**config.mk**
```make
export PLATFORM = sky130hd
export DESIGN_NAME = topk_energy_barycenter
export DESIGN_NICKNAME = d
export VERILOG_FILES = /design/src/rtl/core/tkeb_pkg.sv /design/src/rtl/core/tkeb_list.sv /design/src/rtl/core/tkeb_div.sv /design/src/rtl/core/topk_energy_barycenter.sv
export SDC_FILE = /design/constraint.sdc
export NUM_CORES = 1
export LEC_CHECK = 0
export ABC_AREA = 0
export BUFFER_PORTS_ARGS = -buffer_cell sky130_fd_sc_hd__buf_2
export CORE_MARGIN = 2
export CORE_UTILIZATION = 64
export DETAILED_ROUTE_END_ITERATION = 8
export PLACE_DENSITY = 0.87
export SLEW_MARGIN = 20
export SYNTH_ARGS = -nofsm -noshare
export SYNTH_HDL_FRONTEND = slang
export SYNTH_SLANG_ARGS = --single-unit
```
**constraint.sdc**
```tcl
create_clock -name aclk -period 6.85 [get_ports aclk]
set_input_delay 0.685 -clock aclk [delete_from_list [all_inputs] [get_ports aclk]]
set_output_delay 0.685 -clock aclk [all_outputs]
set_load 0.01 [all_outputs]
```
**src/rtl/core/tkeb_pkg.sv**
```systemverilog
package tkeb_pkg;

    // Defaults for the top-level parameters.
    localparam int TOP_K_DEF       = 5;
    localparam int ENERGY_BITS_DEF = 16;
    localparam int ETA_CELLS_DEF   = 32;

    // Fixed field widths of the cell and result streams.
    localparam int CELL_E_W  = 16;
    localparam int ETA_W     = 5;
    localparam int FRAC_BITS = 8;
    localparam int BARY_W    = 13;

    // Stream widths, padded to whole bytes.
    localparam int S_DATA_W = 24;
    localparam int M_DATA_W = 16;

    // Divider step counter width.
    localparam int DIV_CNT_W = $clog2(BARY_W + 1);

    // Sequencer states, one-hot.
    typedef enum logic [4:0] {
        ST_IDLE  = 5'b00001,
        ST_ACC   = 5'b00010,
        ST_START = 5'b00100,
        ST_DIV   = 5'b01000,
        ST_OUT   = 5'b10000
    } seq_state_t;

    // Control from the sequencer to the top-K list.
    typedef struct packed {
        logic insert;
        logic clear;
    } list_ctrl_t;

endpackage

```
**src/rtl/core/tkeb_list.sv**
```systemverilog
module tkeb_list
    import tkeb_pkg::*;
#(
    parameter int TOP_K = TOP_K_DEF,
    parameter int E_W   = CELL_E_W,
    parameter int IDX_W = 3
) (
    input  logic             aclk,
    input  logic             aresetn,
    input  list_ctrl_t       ctrl,
    input  logic [E_W-1:0]   ins_energy,
    input  logic [ETA_W-1:0] ins_eta,
    input  logic [IDX_W-1:0] rd_idx,
    output logic [E_W-1:0]   rd_energy,
    output logic [ETA_W-1:0] rd_eta
);

    logic [E_W-1:0]   energy_reg [TOP_K];
    logic [ETA_W-1:0] eta_reg    [TOP_K];
    logic [E_W-1:0]   energy_next[TOP_K];
    logic [ETA_W-1:0] eta_next   [TOP_K];
    logic [TOP_K-1:0] gt;

    // The list is descending, so the greater-than flags form a run that
    // ends at the bottom; the new cell lands where the run starts.
    always_comb begin
        for (int i = 0; i < TOP_K; i++) begin
            gt[i]          = ins_energy > energy_reg[i];
            energy_next[i] = energy_reg[i];
            eta_next[i]    = eta_reg[i];
            if (gt[i]) begin
                if (i == 0) begin
                    energy_next[i] = ins_energy;
                    eta_next[i]    = ins_eta;
                end else if (!gt[i-1]) begin
                    energy_next[i] = ins_energy;
                    eta_next[i]    = ins_eta;
                end else begin
                    energy_next[i] = energy_reg[i-1];
                    eta_next[i]    = eta_reg[i-1];
                end
            end
        end
    end

    // Entry storage: cleared on reset and at the end of each event.
    always_ff @(posedge aclk) begin
        if (!aresetn || ctrl.clear) begin
            for (int i = 0; i < TOP_K; i++) begin
                energy_reg[i] <= '0;
                eta_reg[i]    <= '0;
            end
        end else if (ctrl.insert) begin
            for (int i = 0; i < TOP_K; i++) begin
                energy_reg[i] <= energy_next[i];
                eta_reg[i]    <= eta_next[i];
            end
        end
    end

    // Read port used by the accumulation sweep.
    assign rd_energy = energy_reg[rd_idx];
    assign rd_eta    = eta_reg[rd_idx];

endmodule

```
**src/rtl/core/tkeb_div.sv**
```systemverilog
module tkeb_div
    import tkeb_pkg::*;
#(
    parameter int SUM_W = 19
) (
    input  logic                          aclk,
    input  logic                          aresetn,
    input  logic                          start,
    input  logic [SUM_W+BARY_W-1:0]       dividend,
    input  logic [SUM_W-1:0]              divisor,
    output logic                          done,
    output logic [BARY_W-1:0]             quotient
);

    logic [SUM_W-1:0]     rem_reg, rem_next;
    logic [BARY_W-1:0]    dvd_reg, dvd_next;
    logic [BARY_W-1:0]    quot_reg, quot_next;
    logic [DIV_CNT_W-1:0] cnt_reg, cnt_next;
    logic                 busy_reg, busy_next;
    logic                 done_reg, done_next;
    logic [SUM_W:0]       trial;
    logic [SUM_W:0]       diff;
    logic                 fits;

    // One restoring step per cycle. The caller guarantees the quotient fits
    // in BARY_W bits, so the partial remainder starts as the dividend's
    // upper bits and only BARY_W steps are needed.
    always_comb begin
        trial     = {rem_reg, dvd_reg[BARY_W-1]};
        diff      = trial - {1'b0, divisor};
        fits      = trial >= {1'b0, divisor};
        rem_next  = rem_reg;
        dvd_next  = dvd_reg;
        quot_next = quot_reg;
        cnt_next  = cnt_reg;
        busy_next = busy_reg;
        done_next = 1'b0;
        if (start) begin
            rem_next  = dividend[SUM_W+BARY_W-1:BARY_W];
            dvd_next  = dividend[BARY_W-1:0];
            quot_next = '0;
            cnt_next  = DIV_CNT_W'(BARY_W);
            busy_next = 1'b1;
        end else if (busy_reg) begin
            rem_next  = fits ? diff[SUM_W-1:0] : trial[SUM_W-1:0];
            dvd_next  = {dvd_reg[BARY_W-2:0], 1'b0};
            quot_next = {quot_reg[BARY_W-2:0], fits};
            cnt_next  = cnt_reg - 1'b1;
            if (cnt_reg == DIV_CNT_W'(1)) begin
                busy_next = 1'b0;
                done_next = 1'b1;
            end
        end
    end

    // Control state.
    always_ff @(posedge aclk) begin
        if (!aresetn) begin
            busy_reg <= 1'b0;
            done_reg <= 1'b0;
            cnt_reg  <= '0;
        end else begin
            busy_reg <= busy_next;
            done_reg <= done_next;
            cnt_reg  <= cnt_next;
        end
    end

    // Datapath.
    always_ff @(posedge aclk) begin
        rem_reg  <= rem_next;
        dvd_reg  <= dvd_next;
        quot_reg <= quot_next;
    end

    assign done     = done_reg;
    assign quotient = quot_reg;

endmodule

```
**src/rtl/core/topk_energy_barycenter.sv**
```systemverilog
// Cells that do not close an event do not stall the input; the next cell is accepted on the next cycle.
// A cell marked last starts a sweep that ends with the result registered:
// one multiply-accumulate per list entry, then one divider step per
// quotient bit. s_tready stays low during that sweep and while a result waits for space.
// Reset (aresetn low, synchronous) clears the list, the sequencer and the output valid.
module topk_energy_barycenter
    import tkeb_pkg::*;
#(
    parameter int TOP_K       = TOP_K_DEF,
    parameter int ENERGY_BITS = ENERGY_BITS_DEF,
    parameter int ETA_CELLS   = ETA_CELLS_DEF
) (
    input  logic                aclk,
    input  logic                aresetn,
    input  logic                s_tvalid,
    output logic                s_tready,
    input  logic [S_DATA_W-1:0] s_tdata,   // cell_energy[15:0], eta_index[20:16], zero pad
    input  logic                s_tlast,   // last_cell
    output logic                m_tvalid,
    input  logic                m_tready,
    output logic [M_DATA_W-1:0] m_tdata,   // barycenter[12:0], zero pad
    output logic                m_tuser    // ok
);

    localparam int E_W   = (ENERGY_BITS < CELL_E_W) ? ENERGY_BITS : CELL_E_W;
    localparam int CNT_W = $clog2(TOP_K + 1);
    localparam int SUM_W = E_W + CNT_W;
    localparam int NUM_W = SUM_W + ETA_W;
    localparam int IDX_W = (TOP_K > 1) ? $clog2(TOP_K) : 1;
    localparam logic [ETA_W-1:0] ETA_MAX =
        (ETA_CELLS > (2 ** ETA_W)) ? {ETA_W{1'b1}} : ETA_W'(ETA_CELLS - 1);

    seq_state_t         state_reg, state_next;
    logic [IDX_W-1:0]   idx_reg, idx_next;
    logic [SUM_W-1:0]   sum_reg, sum_next;
    logic [NUM_W-1:0]   num_reg, num_next;
    logic               m_valid_reg, m_valid_next;
    logic [BARY_W-1:0]  bary_reg, bary_next;
    logic               ok_reg, ok_next;

    logic               accept;
    logic [E_W-1:0]     cell_e;
    logic [ETA_W-1:0]   cell_eta_raw;
    logic [ETA_W-1:0]   cell_eta;
    list_ctrl_t         list_ctrl;
    logic [E_W-1:0]     rd_energy;
    logic [ETA_W-1:0]   rd_eta;
    logic [E_W+ETA_W-1:0] product;
    logic               div_start;
    logic               div_done;
    logic [BARY_W-1:0]  quotient;
    logic               out_free;

    // Input decode: energy masked to the configured width, eta clamped to the grid.
    assign accept       = s_tvalid && s_tready;
    assign cell_e       = s_tdata[E_W-1:0];
    assign cell_eta_raw = s_tdata[CELL_E_W+ETA_W-1:CELL_E_W];
    assign cell_eta     = (cell_eta_raw > ETA_MAX) ? ETA_MAX : cell_eta_raw;

    assign list_ctrl.insert = accept;
    assign list_ctrl.clear  = (state_reg == ST_ACC) && (idx_reg == IDX_W'(TOP_K - 1));

    tkeb_list #(
        .TOP_K (TOP_K),
        .E_W   (E_W),
        .IDX_W (IDX_W)
    ) u_list (
        .aclk       (aclk),
        .aresetn    (aresetn),
        .ctrl       (list_ctrl),
        .ins_energy (cell_e),
        .ins_eta    (cell_eta),
        .rd_idx     (idx_reg),
        .rd_energy  (rd_energy),
        .rd_eta     (rd_eta)
    );

    // The quotient is bounded by the largest eta times 256, so it always fits.
    tkeb_div #(
        .SUM_W (SUM_W)
    ) u_div (
        .aclk     (aclk),
        .aresetn  (aresetn),
        .start    (div_start),
        .dividend ({num_reg, {FRAC_BITS{1'b0}}}),
        .divisor  (sum_reg),
        .done     (div_done),
        .quotient (quotient)
    );

    assign product   = rd_energy * rd_eta;
    assign div_start = (state_reg == ST_START);
    assign out_free  = !m_valid_reg || m_tready;

    // Sequencer: accumulate one list entry per cycle, divide, then hand off.
    always_comb begin
        state_next   = state_reg;
        idx_next     = idx_reg;
        sum_next     = sum_reg;
        num_next     = num_reg;
        m_valid_next = m_valid_reg && !m_tready;
        bary_next    = bary_reg;
        ok_next      = ok_reg;
        unique case (state_reg)
            ST_IDLE: begin
                if (accept && s_tlast) begin
                    state_next = ST_ACC;
                    idx_next   = '0;
                    sum_next   = '0;
                    num_next   = '0;
                end
            end
            ST_ACC: begin
                sum_next = sum_reg + SUM_W'(rd_energy);
                num_next = num_reg + NUM_W'(product);
                idx_next = idx_reg + 1'b1;
                if (idx_reg == IDX_W'(TOP_K - 1)) begin
                    state_next = ST_START;
                end
            end
            ST_START: begin
                state_next = ST_DIV;
            end
            ST_DIV: begin
                if (div_done) begin
                    state_next = ST_OUT;
                end
            end
            ST_OUT: begin
                if (out_free) begin
                    state_next   = ST_IDLE;
                    m_valid_next = 1'b1;
                    ok_next      = (sum_reg != '0);
                    bary_next    = (sum_reg != '0) ? quotient : '0;
                end
            end
            default: begin
                state_next = ST_IDLE;
            end
        endcase
    end

    // Control state.
    always_ff @(posedge aclk) begin
        if (!aresetn) begin
            state_reg   <= ST_IDLE;
            idx_reg     <= '0;
            m_valid_reg <= 1'b0;
        end else begin
            state_reg   <= state_next;
            idx_reg     <= idx_next;
            m_valid_reg <= m_valid_next;
        end
    end

    // Accumulators and result payload.
    always_ff @(posedge aclk) begin
        sum_reg  <= sum_next;
        num_reg  <= num_next;
        bary_reg <= bary_next;
        ok_reg   <= ok_next;
    end

    assign s_tready = (state_reg == ST_IDLE);
    assign m_tvalid = m_valid_reg;
    assign m_tdata  = M_DATA_W'(bary_reg);
    assign m_tuser  = ok_reg;

endmodule

```
Word-level counts from Yosys, hierarchy flattened --
Memories as Yosys holds them, arrays and structs flattened. A register that Yosys moved wholly into a read port is not among the register bits. Cells that the tools add are included.
Operators by class: add/subtract/negate cells 5, multiply operators 1, magnitude comparators 7, equal/unequal tests 12, muxes and demuxes 62, bitwise logic cells 12, reduce and logical (&&, ||, !) cells 18
Operators by type and width (number):
- 16-bit 2-to-1 mux | 14
- 5-bit 2-to-1 mux | 19
- 16-bit > comparator | 5
- 19-bit 2-to-1 mux | 4
- 24-bit one-hot mux with 2 select lines | 1
- 19-bit one-hot mux with 2 select lines | 1
- 13-bit 2-to-1 mux | 2
- 5-bit one-hot mux with 5 select lines | 1
- 24-bit by 21-bit adder with 24-bit output | 1
- 24-bit 2-to-1 mux | 1
- 16-bit by 5-bit multiplier with 21-bit output | 1
- 20-bit by 19-bit >= comparator with 1-bit output | 1
- 19-bit by 16-bit adder with 19-bit output | 1
- 19-bit nonzero test | 1
- 19-bit subtractor | 1
- 3-bit 2-to-1 mux | 5
- 1-bit 2-to-1 mux | 11
- 1-bit bitwise OR | 10
- 4-bit 2-to-1 mux | 2
- 2-bit by 1-bit inequality test with 1-bit output, second input constant | 3
- 3-bit one-hot mux with 2 select lines | 1
- 2-bit AND reduction | 3
- 5-bit by 1-bit equality test with 1-bit output, second input constant | 1
- 5-bit by 2-bit equality test with 1-bit output, second input constant | 1
- 18 further kinds | 26
Storage, ports and cells: bits in registers 109, memory bits (writable) 105, bits of input ports 29, output and inout port bits 19, logic and storage cells 133, memories kept 2
Memory list:
- u_list.energy_reg | words 5, bits a word 16, rd ports 6, clocked after Yosys merged registers in 1, wr ports 5, line tkeb_list.sv:18 | logic [E_W-1:0] energy_reg [TOP_K];
- u_list.eta_reg | words 5, bits a word 5, rd ports 5, clocked after Yosys merged registers in 1, wr ports 5, line tkeb_list.sv:19 | logic [ETA_W-1:0] eta_reg [TOP_K];

Longest topological paths before layout --
depth after elaboration 7, mapped depth 20, gate-level depth less buffers 19

Cells and area by module --
From an unflattened synthesis, not the netlist that was laid out.
Second synthesis, totals: cell total of the unflattened synthesis 1721, area total of the unflattened synthesis 17620.6 sq um
By module, submodules not included:
- tkeb_list | times used 1, cells each 670, area an instance 7561.0 sq um, sequential area each 3153.0 sq um
- topk_energy_barycenter | times used 1, cells each 698, area an instance 6764.0 sq um, sequential area each 1891.8 sq um
- tkeb_div | times used 1, cells each 353, area an instance 3295.7 sq um, sequential area each 1341.3 sq um

Worst setup path after synthesis --
Ideal clock, no wire load.
path kind reg2reg, start point register with a tool-made name, end point register num_reg[23] (data pin), library setup time 0.266 ns, arrival 5.960 ns, required time 6.584 ns, slack 0.624 ns, cell stages (with the launch flop) 20, buffers on the path 2, period minus slack after synthesis 6.226 ns, cells stage by stage dfxtp_1 > buf_1 > mux4_2 > mux2i_1 > clkbuf_1 > nor2_1 > fa_1 > fa_1 > inv_1 > fa_1 > inv_1 > ha_1 > or4_1 > o21a_1 > a41o_1 > o21a_1 > a211o_1 > o311ai_2 > xor2_1 > nor2_1
RTL lines:
- end signal: assignment | line topk_energy_barycenter.sv:159 | num_reg <= num_next;
- end: declaration | line topk_energy_barycenter.sv:36 | logic [NUM_W-1:0] num_reg, num_next;

==> impl_metrics.csv <==
group,metric,value,unit
route,ant_nets,0,
die,rows,58,
grt,grt-ovfl-total,0,
pwr,switching_share,0.360,
route,avgRoutedWirePerCell,19.4,um
placed_design,gp_congestion,0.916,
synth,netlist_instances,1641,
worst_setup_path,critPathArrivalTime,6.35,ns
pwr,p_comb_frac,0.384,
synth,synthArstFlopShare,0,
clocking,clock_latency,0.55,ns
final_layout,final_nets,1928,
pwr,leakage,0.00800,uW
die,fp.coreArea,25300,um2
clocking,h-tree-depth,1,
clocking,cts_setup_buffers,0,
clocking,clock-sinks,217,
min_path,worstHoldPathType,"input pin to flip-flop",
route,vias,12600,
final_layout,drive_above_1_share,0.0993,
synth,avgSynthCellArea,10.0,um2
timing,clock_skew,0.0359,ns
worst_setup_path,worst-r2r-cell-count,18,
final_layout,areaGrowthSynthToFinish,9.18,%
timing,maxSlewViolCount,0,
timing,finalSetupTns,0,ns
timing,timing.hold.ws,0.414,ns
timing,max-slew-margin-rel,0.248,
die,die_h,164,um
worst_setup_path,crit_required,7.13,ns
worst_setup_path,worst-path-max-fanout,21,
synth,ys_types,62,
die,io_pins,48,
placed_design,place_area,17200,um2
synth,yosys.area.top_type_share,0.339,
synth,synthFlopType,"edfxtp_1",
worst_setup_path,start_kind,"flip-flop",
placed_design,port-buffer-count,41,
worst_setup_path,cp-end-kind,"flip-flop",
timing,fmax,0.165,GHz
synth,yosysTopAreaCell,"edfxtp_1",
route,drc,0,
timing,fin_crit,6.06,ns
worst_setup_path,path_class,"flip-flop to flip-flop",
synth,yosys_warnings,0,
synth,yosysSeqAreaShare,0.377,
synth,synth_enable_flop_cells,186,
synth,ys_top_cells_by_area,"edfxtp_1 34%, ha_1 11%, mux2i_1 8.1%, fa_1 7.7%, nor2_1 5.8%",
pwr,power_frac_seq,0.348,
min_path,worstHoldPathCells,2,
synth,syn_area,16500,um2
timing,finalCritPeriodShare,0.885,
timing,rsz0062_at_grt,"no",
timing,worst_pin_slew,1.13,ns
clocking,cts_made_buffers,24,
run,max_cap_violations,0,
clocking,cts_hold_buf,0,
grt,grt_util_all_layers,0.300,
clocking,cts.clk_slew.worst_paths,0.06,ns
placed_design,place_hpwl,27900,um
grt,grt_start_max_net_pins,86,
clocking,cts_repair_resize_count,0,
pwr,peakVddDrop,0.273,mV
final_layout,fin_area,18000,um2
route,routed_via_density,6.18,
die,initial_core_util,0.652,
pwr,power.density,269,nW/um2
synth,ys_ff_latch,217,
timing,setup_viol,0,
die,die-area,27000,um2
timing,hold_violations,0,
clocking,cts_tree,"built",
final_layout,largest_register_ffs,80,
pwr,p_sw,1740,uW
grt,antenna_found_initial,0,
grt,grt_pass1_vias,13000,
route,drt_wl_total,39400,um
pwr,p_int,3100,uW
pwr,clockPowerShare,0.268,
die,die_w,164,um
clocking,clockBufferDepth,3,
clocking,clockRootBuffer,"clkbuf_16",
route,drt_first_pass_iters,6,
grt,grt_pass1_wl,64100,um
route,drt_iter0_drc,1244,
status,outcome,"finished clean",
routing by layer:
metal	up-vias	GRT usage	share of wire
li1	5804	-	-
met1	6074	0.370	0.38
met2	564	0.528	0.50
met3	134	0.0422	0.078
met4	0	0.128	0.040
met5	-	0	0
path summary, 6_finish.rpt:
check,startpoint,end,slack (ns)
max,flip-flop,num_reg[23],0.79
min,aresetn,state_reg[0],0.41
max reg2reg,flip-flop,num_reg[23],0.79
min reg2reg,u_div.done,state_reg[4],0.50
placed cells by master, fill, tap and decap left out, types with 4 or more instances in the layout:
cell       synthesis  layout
nor2_1           256     256
inv_1            211     210
edfxtp_1         186     186
ha_1             150     150
mux2i_1          134     134
a21oi_1           82      79
fa_1              63      63
nand2_1           51      48
o21ai_0           43      41
buf_2              3      41
a21o_1            40      40
buf_4              4      34
dfxtp_1           31      31
and3_1            29      29
nor2b_1           28      27
xnor2_1           26      26
clkbuf_16          0      26
nor3_1            23      23
mux4_2            21      21
nand3_1           20      20
nand4_1           19      19
o21a_1            18      18
xor2_1            17      17
or2_2             15      15
nand2b_1          16      15
and2_1            11      11
a211oi_1           9       9
nor4_1             9       8
o211ai_1           7       7
o21bai_1           5       5
a211o_1            5       5
a31oi_1            6       5
nand3b_1           4       4
clkinv_1           0       4
nor3b_1            4       4
a221oi_1           4       4
clkinv_2           0       4
power groups by stage:
stage / Combinational (uW) / Clock, uW / Sequential, uW
after floorplan: 1390 / 0 / 1670
after global placement: 1720 / 0 / 1700
after detailed placement: 1810 / 0 / 1710
after CTS: 1840 / 1300 / 1680
after global routing: 2070 / 1350 / 1700
final: 1860 / 1290 / 1680
through the flow:
stage | cells | util | total power, uW | worst slack (ns)
floorplan | 1643 | - | 3060 | 0.624
global placement | 1990 | 0.680 | 3410 | 0.866
detailed placement | 1990 | 0.680 | 3520 | 0.816
CTS | 2032 | 0.711 | 4820 | 0.809
global route | 2032 | 0.712 | 5120 | 0.477
finish | 2034 | 0.712 | 4840 | 0.786
worst max-delay path: stages (launching register included):
cell and delay, ns:
dfxtp_1 0.35, buf_12 0.22, mux4_2 0.53, mux2i_1 0.56
nor2_1 0.12, fa_1 0.49, fa_1 0.55, inv_1 0.06
fa_1 0.52, inv_1 0.04, ha_1 0.23, or4_1 0.52
o21a_1 0.23, a41o_1 0.28, o21a_1 0.27, a211o_1 0.35
o311ai_2 0.24, xor2_1 0.16, nor2_1 0.05
synth_stat cells (all sizes together), types with 3 or more instances:
| master | count |
|---|---|
| mux4 | 21 |
| or3 | 3 |
| inv | 211 |
| a211o | 5 |
| nor3b | 4 |
| nor2 | 256 |
| or2 | 15 |
| o21a | 18 |
| xor2 | 17 |
| o21bai | 5 |
| buf | 13 |
| a211oi | 9 |
| nand2b | 16 |
| clkbuf | 46 |
| a31oi | 7 |
| nand4 | 19 |
| nand3b | 4 |
| nand3 | 20 |
| edfxtp | 186 |
| dfxtp | 31 |
| mux2 | 3 |
| a21o | 40 |
| and2 | 11 |
| and4 | 3 |
| xnor2 | 26 |
| nand2 | 51 |
| o21ai | 45 |
| fa | 63 |
| o211ai | 7 |
| a21oi | 82 |
| nor4 | 9 |
| nor2b | 28 |
| mux2i | 134 |
| nor3 | 23 |
| ha | 150 |
| and3 | 29 |
| a221oi | 4 |
kinds of logic after synthesis:
kind of cell,Yosys count,share of synthesized area
fa+ha+maj,213,0.191
mux,158,0.112
simple gates,499,0.142
xor+xnor,43,0.0229
compound gates,240,0.0924
flops,217,0.377
buf+inv,270,0.0627
other cells,1,0.000228
cell type report:
type / count / area [um2]
Multi-Input combinational cell: 1156 / 9290
Fill cell: 1713 / 7280
Sequential cell: 217 / 6210
Inverter: 211 / 792
Clock buffer: 29 / 682
Timing Repair Buffer: 76 / 480
Tap cell: 330 / 413
Clock inverter: 13 / 109
Antenna cell: 2 / 5.00
Note: power is estimated with default switching activity, not from simulation.
